### src/hw/rtl/psm_pkg.sv
package psm_pkg;

    localparam int CAPACITY  = 64;
    localparam int MAX_LEN   = 1024;

    localparam int SLOT_W    = $clog2(CAPACITY);
    localparam int FILL_W    = $clog2(CAPACITY + 1);
    localparam int CNT_W     = $clog2(MAX_LEN + 1);
    localparam int POS_W     = $clog2(MAX_LEN);
    localparam int VALUE_W   = 32;
    localparam int OUT_IDX_W = 10;

    typedef struct packed {
        logic signed [VALUE_W-1:0] value;
        logic                      first;
    } psm_item_t;

    typedef struct packed {
        logic                 found;
        logic [OUT_IDX_W-1:0] item_index;
        logic [OUT_IDX_W-1:0] partner_index;
        logic                 overflow;
    } psm_result_t;

endpackage

### src/hw/rtl/psm_out_reg.sv
module psm_out_reg (
    input  logic                 clk,
    input  logic                 rst_n,
    input  logic                 load_valid,
    input  psm_pkg::psm_result_t load_data,
    output logic                 ready,
    output logic                 result_valid,
    input  logic                 result_stall,
    output psm_pkg::psm_result_t result
);

    logic                 valid_reg;
    psm_pkg::psm_result_t data_reg;

    assign ready        = !valid_reg || !result_stall;
    assign result_valid = valid_reg;
    assign result       = data_reg;

    always_ff @(posedge clk or negedge rst_n)
    begin
        if (!rst_n)
        begin
            valid_reg <= 1'b0;
        end
        else if (ready)
        begin
            valid_reg <= load_valid;
        end
    end

    always_ff @(posedge clk)
    begin
        if (ready && load_valid)
        begin
            data_reg <= load_data;
        end
    end

endmodule

### config.mk
export PLATFORM = sky130hd
export DESIGN_NAME = psm_out_reg
export DESIGN_NICKNAME = d
export VERILOG_FILES = /design/src/hw/rtl/psm_pkg.sv /design/src/hw/rtl/psm_out_reg.sv
export SDC_FILE = /design/constraint.sdc
export NUM_CORES = 1
export LEC_CHECK = 0
export BUFFER_PORTS_ARGS = -buffer_cell sky130_fd_sc_hd__buf_2
export CORE_MARGIN = 8
export CORE_UTILIZATION = 41
export CTS_CLUSTER_DIAMETER = 200
export DETAILED_ROUTE_END_ITERATION = 12
export GPL_TIMING_DRIVEN = 1
export HOLD_SLACK_MARGIN = 0.05
export PLACE_DENSITY = 0.8
export SYNTH_ARGS = -nofsm -noshare
export SYNTH_HDL_FRONTEND = slang
export SYNTH_SLANG_ARGS = --single-unit
### constraint.sdc
create_clock -name clk -period 4.4 [get_ports clk]
set_input_delay 0.88 -clock clk [delete_from_list [all_inputs] [get_ports clk]]
set_output_delay 0.88 -clock clk [all_outputs]
set_load 0.03 [all_outputs]
==> summary.md, run 1 <==
| Metric | Value |
|---|---|
| Number of max-cap violations | 0 |
| Fraction of layout cells with a size suffix above 1 | about 67% |
| Largest net degree at the start of global routing | 23 |
| Synth unique cells | 5 |
| Outcome | finished clean |
| Required @ worst endpoint | between 3 and 4 ns |
| Final Wtd Congestion | about 0.68 |
| CTS buffer count | 3 |
| Synth Area in Simple Gates | 0.530% |
| Largest family of logic cells by synthesized area | compound AO/OA/AOI/OAI gates |
| Adder-cell share of the synthesized area | 0% |
| PwrDens | 405 nW/um^2 |
| Final worst path period need | around 2.1 ns |
| N_diodes | 0 |
| Multiplexer share of the synthesized area | 0% |
| # nets final | between 100 and 150 |
| Post-synthesis xor/xnor area fraction | 0% |
| Measured slew at the worst slew-check pin | approximately 1.1 ns |
| Core area | roughly 1700 um^2 |
| Initial DRC count | 11 |
| Hold WC Path Type | input port to asynchronous set/reset pin |
| H-tree Lvls | 1 |
| Setup TNS | 0 ns |
| Clock buffer depth | 2 |
| Commonest non-fill, non-tap cell in the layout | buf_2 |
| Leak | between 0.0004 and 0.0005 uW |
| Clock root cell | clkbuf_4 |
| Antenna violations before repair | 0 |
| CTS Hold Bufs | 0 |
| # IOs | 50 |
| Die Y-Extent | between 50 and 60 um |
| Synth Area in Compound Gates | between 2 and 3% |
| Port Buffers | 49 |
| Drt drc | 0 |
| WS Path Type | input port to primary output |
| CTS tree | yes |
| First-pass GRT wire length | 2260 um |
| RSZ-0062 raised after global routing | no |
| Max Transition Viols Final | 0 |
| Setup Buffers After CTS | 0 |
| Wire per inst | ~16 um |
| Fillers | around 130 |
| Peak VDD IR | ~180 uV |
| Vias in the first global route | 514 |
| Slew headroom | 25.8% |
| Overall Global Routing Usage | 9.36% |
| Post-DRT Antenna Nets | 0 |
| Chip width | between 50 and 60 um |
| Non-Filler Instances | 96 |
| Worst r2r src | result_valid |
| Synth-to-Final Area Change | 41.3% |
| Reg2reg setup slack | 2.74 ns |
| Sequential area share after synthesis | a little under 100% |
| Synth Register Bits | 23 |
| Drt pass-1 iters | 3 |
| Site Rows | 15 |
| Initial Util | 42.4% |
| GRT Residual Overflow | 0 |
| Critical-path maximum fanout | 3 |
| Final period utilization | 48.0% |
| Worst Skew | around 0.0078 ns |
| WP data arrival | between 1 and 1.5 ns |
| DR vias | 452 |
| Setup Viol. Count Final | 0 |
| Drt total wl | roughly 1600 um |
| Max Clk Rate | ~470 MHz |
| Crit path launch type | input port |
| CTS clk-pin slew, worst paths | around 0.12 ns |
| Synthesized net count | 52 |
| Die Area | around 3300 um^2 |
| Most frequent cells in the layout | 49 x buf_2, 22 x edfxtp_1, 3 x clkbuf_4 |
| CTS resizes | 0 |
| Hold Vio Cnt, Final | 0 |
| Reg2reg path depth | 1 |
| Placed Cells | 92 |
| FF-to-FF End | result[18] |
| Syn Std Cell Area | ~700 um^2 |
| Clk_lat worst skew | roughly 0.3 ns |
| Mean Syn Cell Area | around 27 um^2 |
| Cell count after synthesis | 26 |
| Vias per cell | between 4 and 5 |
| Crit. End Element | primary output |
| Yosys warning count | 0 |
| Clk sinks | 23 |
## registers in the layout (all words and copies together) (netlist names)
register	count
result	22
result_valid	1
## worst max-delay path, stage by stage
cell and delay [ns]:
buf_2 0.12, nand2_1 0.05, buf_2 0.19
## routing by layer
metal / global-route usage, % / share of wire [%] / vias up
met4: 6.43 / 2.3 / 0
met1: 8.09 / 33 / 204
met2: 15.3 / 48 / 34
li1: - / - / 209
met5: 0 / 0 / -
met3: 6.28 / 16 / 5
## metrics by stage
stage | cell area (um^2) | setup WS [ns] | hold slack, ns | utilization [%] | total power (uW)
3_3_place_gp | 975 | 2.17 | 0.526 | 58.4 | 316
5_1_grt | 1000 | 2.27 | 0.298 | 59.9 | 420
4_1_cts | 1000 | 2.29 | 0.315 | 59.9 | 408
6_report | 1000 | 2.29 | 0.318 | 59.9 | 405
3_5_place_dp | 975 | 2.12 | 0.558 | 58.4 | 317
2_1_floorplan | 708 | 2.44 | 0.584 | - | 293
## cells in the mapped netlist
cell type   n  share of area, %
edfxtp_1   22                93
a21boi_2    1               1.6
a21o_1      1               1.1
dfrtp_1     1               3.5
nand2_1     1              0.53
## worst max-delay path by stage
stage	startpoint	endpoint
after floorplan	result_stall	ready
after global placement	result_stall	result[17]
after detailed placement	result_stall	result[17]
after CTS	result_stall	ready
after global routing	result_stall	ready
final	result_stall	ready
## where the power goes
| part | internal (uW) | switching (uW) | total [uW] |
|---|---|---|---|
| Clock | 35.3 | 58.6 | 94.0 |
| Sequential | 254 | 3.22 | 258 |
| Combinational | 16.5 | 37.3 | 53.9 |
## cell families (layout without fill, tap and decap cells)
group / after synthesis / count (layout)
buffers and inverters: 0 / 53
AOI/OAI and AO/OA: 2 / 2
and+or+nand+nor: 1 / 1
DFF: 23 / 23
## cell type report
type	count	area (um^2)	area share, %
Sequential cell	23	686	68.5
Timing Repair Buffer	49	245	24.5
Clock buffer	4	26.3	2.63
Multi-Input combinational cell	3	22.5	2.25
Tap cell	17	21.3	2.13
Power figures use the tool's default switching activity.
==> inputs of run 2 (changes only) <==
--- a/config.mk
+++ b/config.mk
@@ -7,12 +7,12 @@
 export LEC_CHECK = 0
 export BUFFER_PORTS_ARGS = -buffer_cell sky130_fd_sc_hd__buf_2
 export CORE_MARGIN = 8
-export CORE_UTILIZATION = 41
+export CORE_UTILIZATION = 34
 export CTS_CLUSTER_DIAMETER = 200
 export DETAILED_ROUTE_END_ITERATION = 12
 export GPL_TIMING_DRIVEN = 1
 export HOLD_SLACK_MARGIN = 0.05
-export PLACE_DENSITY = 0.8
+export PLACE_DENSITY = 0.71
 export SYNTH_ARGS = -nofsm -noshare
 export SYNTH_HDL_FRONTEND = slang
 export SYNTH_SLANG_ARGS = --single-unit
==> constraint.sdc (replaced) <==
create_clock -name clk -period 1.9 [get_ports clk]
set_input_delay 0.38 -clock clk [delete_from_list [all_inputs] [get_ports clk]]
set_output_delay 0.38 -clock clk [all_outputs]
set_load 0.03 [all_outputs]
==> run 2 against run 1 <==
Against the previous run: sequential power increased by 130%; combinational power increased by 140%; via count decreased by 1.1%; hold slack got worse by 0.064 ns; design area increased by 3.0%; sequential share of layout area decreased by 2.0 points; first-iteration DRC count decreased by 27%; global-route usage decreased by 0.86 points; wire length increased by 3.1%; highest routed layer is now met3; critical path depth decreased by 1.
==> summary.md, run 2 (same netlist as run 1, synthesis figures left out) <==
| Metric | Value |
|---|---|
| Outcome | finished clean |
| Crit path buffers/inverters | 1 (-1) |
| CTS clk-pin slew, worst paths | 0.11 ns (about the same) |
| Final Wtd Congestion | 0.658 (-2.6%) |
| Clk sinks | 23 (unchanged) |
| # nets final | 108 (+1.9%) |
| Measured slew at the worst slew-check pin | 0.272 ns (-0.835 ns) |
| Synth-to-Final Area Change | 45.6% |
| Drt total wl | 1600 um (+3.1%) |
| Area post-placement | 995 um^2 (+2.1%) |
| FF-to-FF End | result[19] |
| Leak | 0.000448 uW (+2.1%) |
| Drt drc | 0 (unchanged) |
| Overall Global Routing Usage | 8.51% (-0.86 points) |
| H-tree Lvls | 1 (unchanged) |
| Placed Cells | 103 (+12%) |
| Chip width | 61.6 um (+7.1%) |
| Critical-path maximum fanout | 4 (+1) |
| First-pass GRT wire length | 2250 um (-0.62%) |
| Pre-CTS WS | 0.658 ns (-1.46 ns) |
| Site Rows | 16 (+1) |
| Peak VDD IR | 490 uV (+170%) |
| Setup TNS | 0 ns (unchanged) |
| DR vias | 447 (-1.1%) |
| Wire per inst | 14.8 um (-8.4%) |
| Max incr delay on CP | 0.44 ns (+0.25 ns) |
| Crit. End Element | primary output |
| Hold depth | 1 |
| Largest net degree at the start of global routing | 23 (unchanged) |
| Fraction of layout cells with a size suffix above 1 | 66.7% (-0.42 points) |
| Clk_lat worst skew | 0.29 ns (about the same) |
| Commonest non-fill, non-tap cell in the layout | buf_2 |
| RSZ-0062 raised after global routing | no |
| WP data arrival | 1.00 ns (-0.23 ns) |
| Initial DRC count | 8 (-3) |
| Vias per cell | 4.14 (-12%) |
| Vias in the first global route | 478 (-7.0%) |
| Initial Util | 36.1% (-6.3 points) |
| Max Clk Rate | 725 MHz |
| Core area | 1960 um^2 (+17%) |
| Reg2reg path depth | 2 (+1) |
| # IOs | 50 (unchanged) |
| Final worst path period need | about 1.4 ns |
| CTS tree | yes |
| Max FFs per register | 22 (unchanged) |
| Worst Skew | 0.00548 ns (-0.00236 ns) |
| Sink of the worst hold path | result[8] |
| Hold Startpoint | load_data[8] |
| Slew headroom | 81.9% (+56 points) |
| Area of the multi-input gates | 22.5 um^2 (unchanged) |
| Max Transition Viols Final | 0 (unchanged) |
| Clock buffer depth | 2 (unchanged) |
| Crit-path cells | nand2_1 -> buf_2 |
| Crit path launch type | flip-flop |
| Hold Slack | 0.254 ns (-0.0640 ns) |
| Hold Vio Cnt, Final | 0 (unchanged) |
| Post-DRT Antenna Nets | 0 (unchanged) |
| Fillers | 193 (+47%) |
| Required @ worst endpoint | 1.52 ns (-2.00 ns) |
| Antenna violations before repair | 0 (unchanged) |
| Number of max-cap violations | 0 (unchanged) |
| Die Area | 3800 um^2 (+15%) |
| Worst r2r src | result_valid |
| WS Path Type | flip-flop to primary output |
| Clock root cell | clkbuf_4 |
| Reg2reg setup slack | 0.71 ns (-2.03 ns) |
| N_diodes | 0 (unchanged) |
| Die Y-Extent | 61.6 um (+7.1%) |
| Final setup margin | 0.522 ns (-1.77 ns) |
| PwrDens | 900 nW/um^2 (+120%) |
| CTS buffer count | 3 (unchanged) |
| Largest delay share family, worst path | flip-flops |
| Most frequent cells in the layout | 49 x buf_2, 22 x edfxtp_1, 3 x clkbuf_4 |
| Hold WC Path Type | input port to flip-flop |
| Non-Filler Instances | 108 (+13%) |
| Finished Cell Area | 1030 um^2 (+3.0%) |
| Final period utilization | 72.6% |
| Register Area | 686 um^2 (unchanged) |
| Port Buffers | 49 (unchanged) |
| GRT Residual Overflow | 0 (unchanged) |
| Slowest CP cell | dfrtp_1 |
| Setup Viol. Count Final | 0 (unchanged) |
| Drt pass-1 iters | 4 (+1) |
[run 2: changes by cell type in the layout (fill, tap and decap cells not counted), sizes merged]
cell         delta
buf             +1
dlygate4sd3     +1
[run 2: layer usage]
metal | track usage (%) | up-vias | share of wire [%]
met5 | 0 | - | 0
met4 | 3.90 | 0 | 0
met3 | 5.22 | 0 | 21
met2 | 12.0 | 46 | 36
met1 | 10.0 | 188 | 42
li1 | - | 213 | -
[run 2: through the flow]
stage / total power [uW] / util, %
2_1_floorplan: 679 / -
3_3_place_gp: 735 / 50.7
3_5_place_dp: 737 / 50.7
4_1_cts: 943 / 52.6
5_1_grt: 975 / 52.6
6_report: 928 / 52.6
[run 2: how the worst max path moves through the flow]
| stage | startpoint | end | slack [ns] | cells after the start |
|---|---|---|---|---|
| global route | result_valid | ready | 0.46 | 2 |
| finish | result_valid | ready | 0.52 | 2 |
| detailed placement | result_stall | result[19] | 0.66 | 3 |
| floorplan | result_valid | result[0] | 0.30 | 1 |
| CTS | result_valid | ready | 0.52 | 2 |
| global placement | result_stall | result[16] | 0.69 | 3 |
[run 2: repair_timing]
item / CTS / global route
hold endpoints to repair: 1 / 0
hold buffers: 1 / 0
resized for setup: 0 / 0
setup endpoints to repair: 0 / 0
buffers inserted: 0 / 0
[run 2: area by class of cell]
class                   count  area share, %
clock buffers               4           2.55
multi-input cells           3           2.18
repair buffers             51           25.5
flip-flops and latches     23           66.5
well taps                  27           3.28
[run 2: power breakdown]
part | internal (uW) | switching, uW
combinational | 41.4 | 88.2
clock | 81.5 | 121
sequential | 588 | 7.27
total | 711 | 216
==> inputs of run 3 (changes only) <==
--- a/config.mk
+++ b/config.mk
@@ -5,6 +5,7 @@
 export SDC_FILE = /design/constraint.sdc
 export NUM_CORES = 1
 export LEC_CHECK = 0
+export ABC_AREA = 1
 export BUFFER_PORTS_ARGS = -buffer_cell sky130_fd_sc_hd__buf_2
 export CORE_MARGIN = 8
 export CORE_UTILIZATION = 34
==> constraint.sdc (replaced) <==
create_clock -name clk -period 1.22 [get_ports clk]
set_input_delay 0.244 -clock clk [delete_from_list [all_inputs] [get_ports clk]]
set_output_delay 0.244 -clock clk [all_outputs]
set_load 0.03 [all_outputs]
==> run 3 against run 2 <==
Against the previous run: power increased by 59%; first-iteration DRC count increased by 100%; die area decreased by 0.66%; highest routed layer unchanged; non-clock buffer count increased by 3; global-route usage decreased by 0.48 points; critical path type unchanged.
==> summary.md, run 3 <==
| Metric | Value |
|---|---|
| Outcome | finished clean |
| Tot Pwr | 1470 uW (+59%) |
| Die Y-Extent | 61.4 um (-0.33%) |
| GRT Max-Usage Layer | met2 |
| Slowest CP cell | dfrtp_2 |
| CP Depth | 2 (unchanged) |
| Most frequent cells in the layout | 48 x buf_2, 22 x edfxtp_1, 3 x clkbuf_4, 3 x buf_4 |
| H-tree Lvls | 1 (unchanged) |
| Chip width | 61.4 um (-0.33%) |
| Met1 Usage GRT | 8.29% (-1.7 points) |
| # nets final | 112 (+3.7%) |
| Max incr delay on CP | 0.43 ns (about the same) |
| Hold Startpoint | load_data[11] |
| Number of max-cap violations | 0 (unchanged) |
| Slew headroom | 88.8% (+6.9 points) |
| First-pass GRT wire length | 2040 um (-9.5%) |
| Worst Skew | 0.00290 ns (-0.00257 ns) |
| Synth cell count leaders | 22 x edfxtp_1, 2 x nand2_1, 1 x a21oi_1, 1 x dfrtp_1, 1 x inv_1 |
| Hold Vio Cnt, Final | 0 (unchanged) |
| Async set-reset flop share out of synthesis | 4.35% (unchanged) |
| Met3 GRT Util | 8.35% (+3.1 points) |
| Clock root cell | clkbuf_4 |
| WS Path Type | flip-flop to primary output |
| Hold Slack | 0.113 ns (-0.141 ns) |
| Crit. End Element | primary output |
| Max Transition Viols Final | 0 (unchanged) |
| Mean Syn Cell Area | 26.0 um^2 (-4.6%) |
| Final setup margin | 0.0347 ns (-0.487 ns) |
| Syn Std Cell Area | 702 um^2 (-0.88%) |
| Clock buffer depth | 2 (unchanged) |
| Synth top area cells | edfxtp_1 94%, dfrtp_1 3.6%, nand2_1 1.1% |
| Post-DRT Antenna Nets | 0 (unchanged) |
| Drt total wl | 1590 um (-0.50%) |
| Fraction of layout cells with a size suffix above 1 | 70.6% (+3.9 points) |
| Vias per cell | 4.12 (-0.55%) |
| Wire per inst | 14.2 um (-4.1%) |
| M2 GR Usage | 11.0% (-0.92 points) |
| Crit-path cells | nand2_2 -> buf_6 |
| GRT Residual Overflow | 0 (unchanged) |
| Clk sinks | 23 (unchanged) |
| CTS tree | yes |
| N_diodes | 0 (unchanged) |
| DR vias | 461 (+3.1%) |
| CTS buffer count | 3 (unchanged) |
| Peak VDD IR | 1060 uV (+120%) |
| Measured slew at the worst slew-check pin | 0.170 ns (-0.102 ns) |
| Commonest non-fill, non-tap cell in the layout | buf_2 |
| Core area | 1960 um^2 (unchanged) |
| Initial DRC count | 16 (+8) |
| Synth Register Bits | 23 (unchanged) |
| Required @ worst endpoint | 0.98 ns (-0.54 ns) |
| Synth area leader | edfxtp_1 |
| Reg2reg path depth | 3 (+1) |
| Synth unique cells | 5 (unchanged) |
| Crit path buffers/inverters | 1 (unchanged) |
| Site Rows | 16 (unchanged) |
| # IOs | 50 (unchanged) |
| Synthesized net count | 53 (+1.9%) |
| CTS clk-pin slew, worst paths | 0.11 ns (about the same) |
| Antenna violations before repair | 0 (unchanged) |
| Drt drc | 0 (unchanged) |
| Top cell type's share of synthesized area | 94.1% (+0.83 points) |
| Pre-CTS WS | 0.183 ns (-0.475 ns) |
| Final worst path period need | roughly 1.2 ns |
| Worst Setup SP | result_valid |
| Top-count cell post-synth | edfxtp_1 |
| Critical-path maximum fanout | 3 (-1) |
| Crit path launch type | flip-flop |
| Hold WC Path Type | input port to flip-flop |
| Finished Cell Area | 1080 um^2 (+5.0%) |
| Post-synth EDFFs | 22 (unchanged) |
| Max Clk Rate | roughly 840 MHz |
| Fillers | 186 (-3.6%) |
| Initial Util | 35.8% (-0.32 points) |
| Overall Global Routing Usage | 8.03% (-0.48 points) |
| Area post-placement | 1020 um^2 (+2.6%) |
| Largest net degree at the start of global routing | 18 (-22%) |
| Sequential area share after synthesis | 97.7% (+0.86 points) |
| Reg2reg setup slack | 0.06 ns (-0.65 ns) |
| Largest delay share family, worst path | flip-flops |
| Final Wtd Congestion | 0.686 (+4.2%) |
| Ys flop type | edfxtp_1 |
| Drt pass-1 iters | 4 (unchanged) |
| Max FFs per register | 22 (unchanged) |
| Synth-to-Final Area Change | 54.2% |
| Worst r2r src | result_valid |
| RSZ-0062 raised after global routing | yes |
| Setup Viol. Count Final | 0 (unchanged) |
| Clk_lat worst skew | 0.30 ns (about the same) |
| Cell count after synthesis | 27 (+3.8%) |
| Die Area | 3770 um^2 (-0.66%) |
| Vias in the first global route | 470 (-1.7%) |
| Yosys warning count | 0 (unchanged) |
| PwrDens | 1360 nW/um^2 (+51%) |
| Final period utilization | a little over nine tenths |
| WP data arrival | 0.94 ns (-0.06 ns) |
| Leak | 0.000473 uW (+5.6%) |
| Port Buffers | 49 (unchanged) |
| Hold depth | 1 (unchanged) |
-- run 3: cell families after synthesis --
group,count (synthesis),share of synthesized area [%]
flip-flops,23,97.7
buffers and inverters,1,0.534
AO/OA/AOI/OAI,1,0.712
AND/OR/NAND/NOR,2,1.07
-- run 3: final cells by class --
type / instances / area (um^2) / area share [%]
sequential: 23 / 687 / 63.5
timing repair buffer: 54 / 304 / 28.1
tap: 27 / 33.8 / 3.12
multi-input combinational: 3 / 26.3 / 2.43
clock buffer: 3 / 22.5 / 2.08
clock inverter: 1 / 5.00 / 0.462
inverter: 1 / 3.75 / 0.347
-- run 3: worst reg2reg max path, delay by kind of cell (launching register included) --
family,cells,cell delay [ns]
AO/OA/AOI/OAI,1,0.15
buffers and inverters,2,0.30
flip-flops,1,0.43
-- run 3: path summary, 6_finish.rpt --
kind	end
setup / recovery	ready
hold / removal	result[11]
setup reg to reg	result[1]
hold reg to reg	result_valid
max in group asynchronous	result_valid
min in group asynchronous	result_valid
-- run 3: stage by stage --
step | util [%] | std cells | TNS [ns]
after floorplan | - | 27 | -2.22
after global placement | 52.0 | 105 | 0
after detailed placement | 52.0 | 105 | 0
after CTS | 54.7 | 111 | 0
after global routing | 55.2 | 112 | -0.0117
final | 55.2 | 112 | 0
-- run 3: what timing repair did --
item | in CTS | in global routing
pin swaps | 0 | 1
endpoints found under the setup margin | 1 | 1
hold buffers | 1 | 0
hold endpoints to repair | 1 | 0
gates resized for setup | 2 | 1
buffers inserted | 1 | 1
-- run 3: routing by layer --
metal	up-vias	share of wire [%]
met5	-	0
met4	0	0
met3	0	23
met2	44	41
met1	198	36
li1	219	-
-- run 3: report_power, final --
part	switching [uW]	internal, uW	total (uW)
logic	143	81.3	224
registers	11.0	916	927
clock network	200	122	322
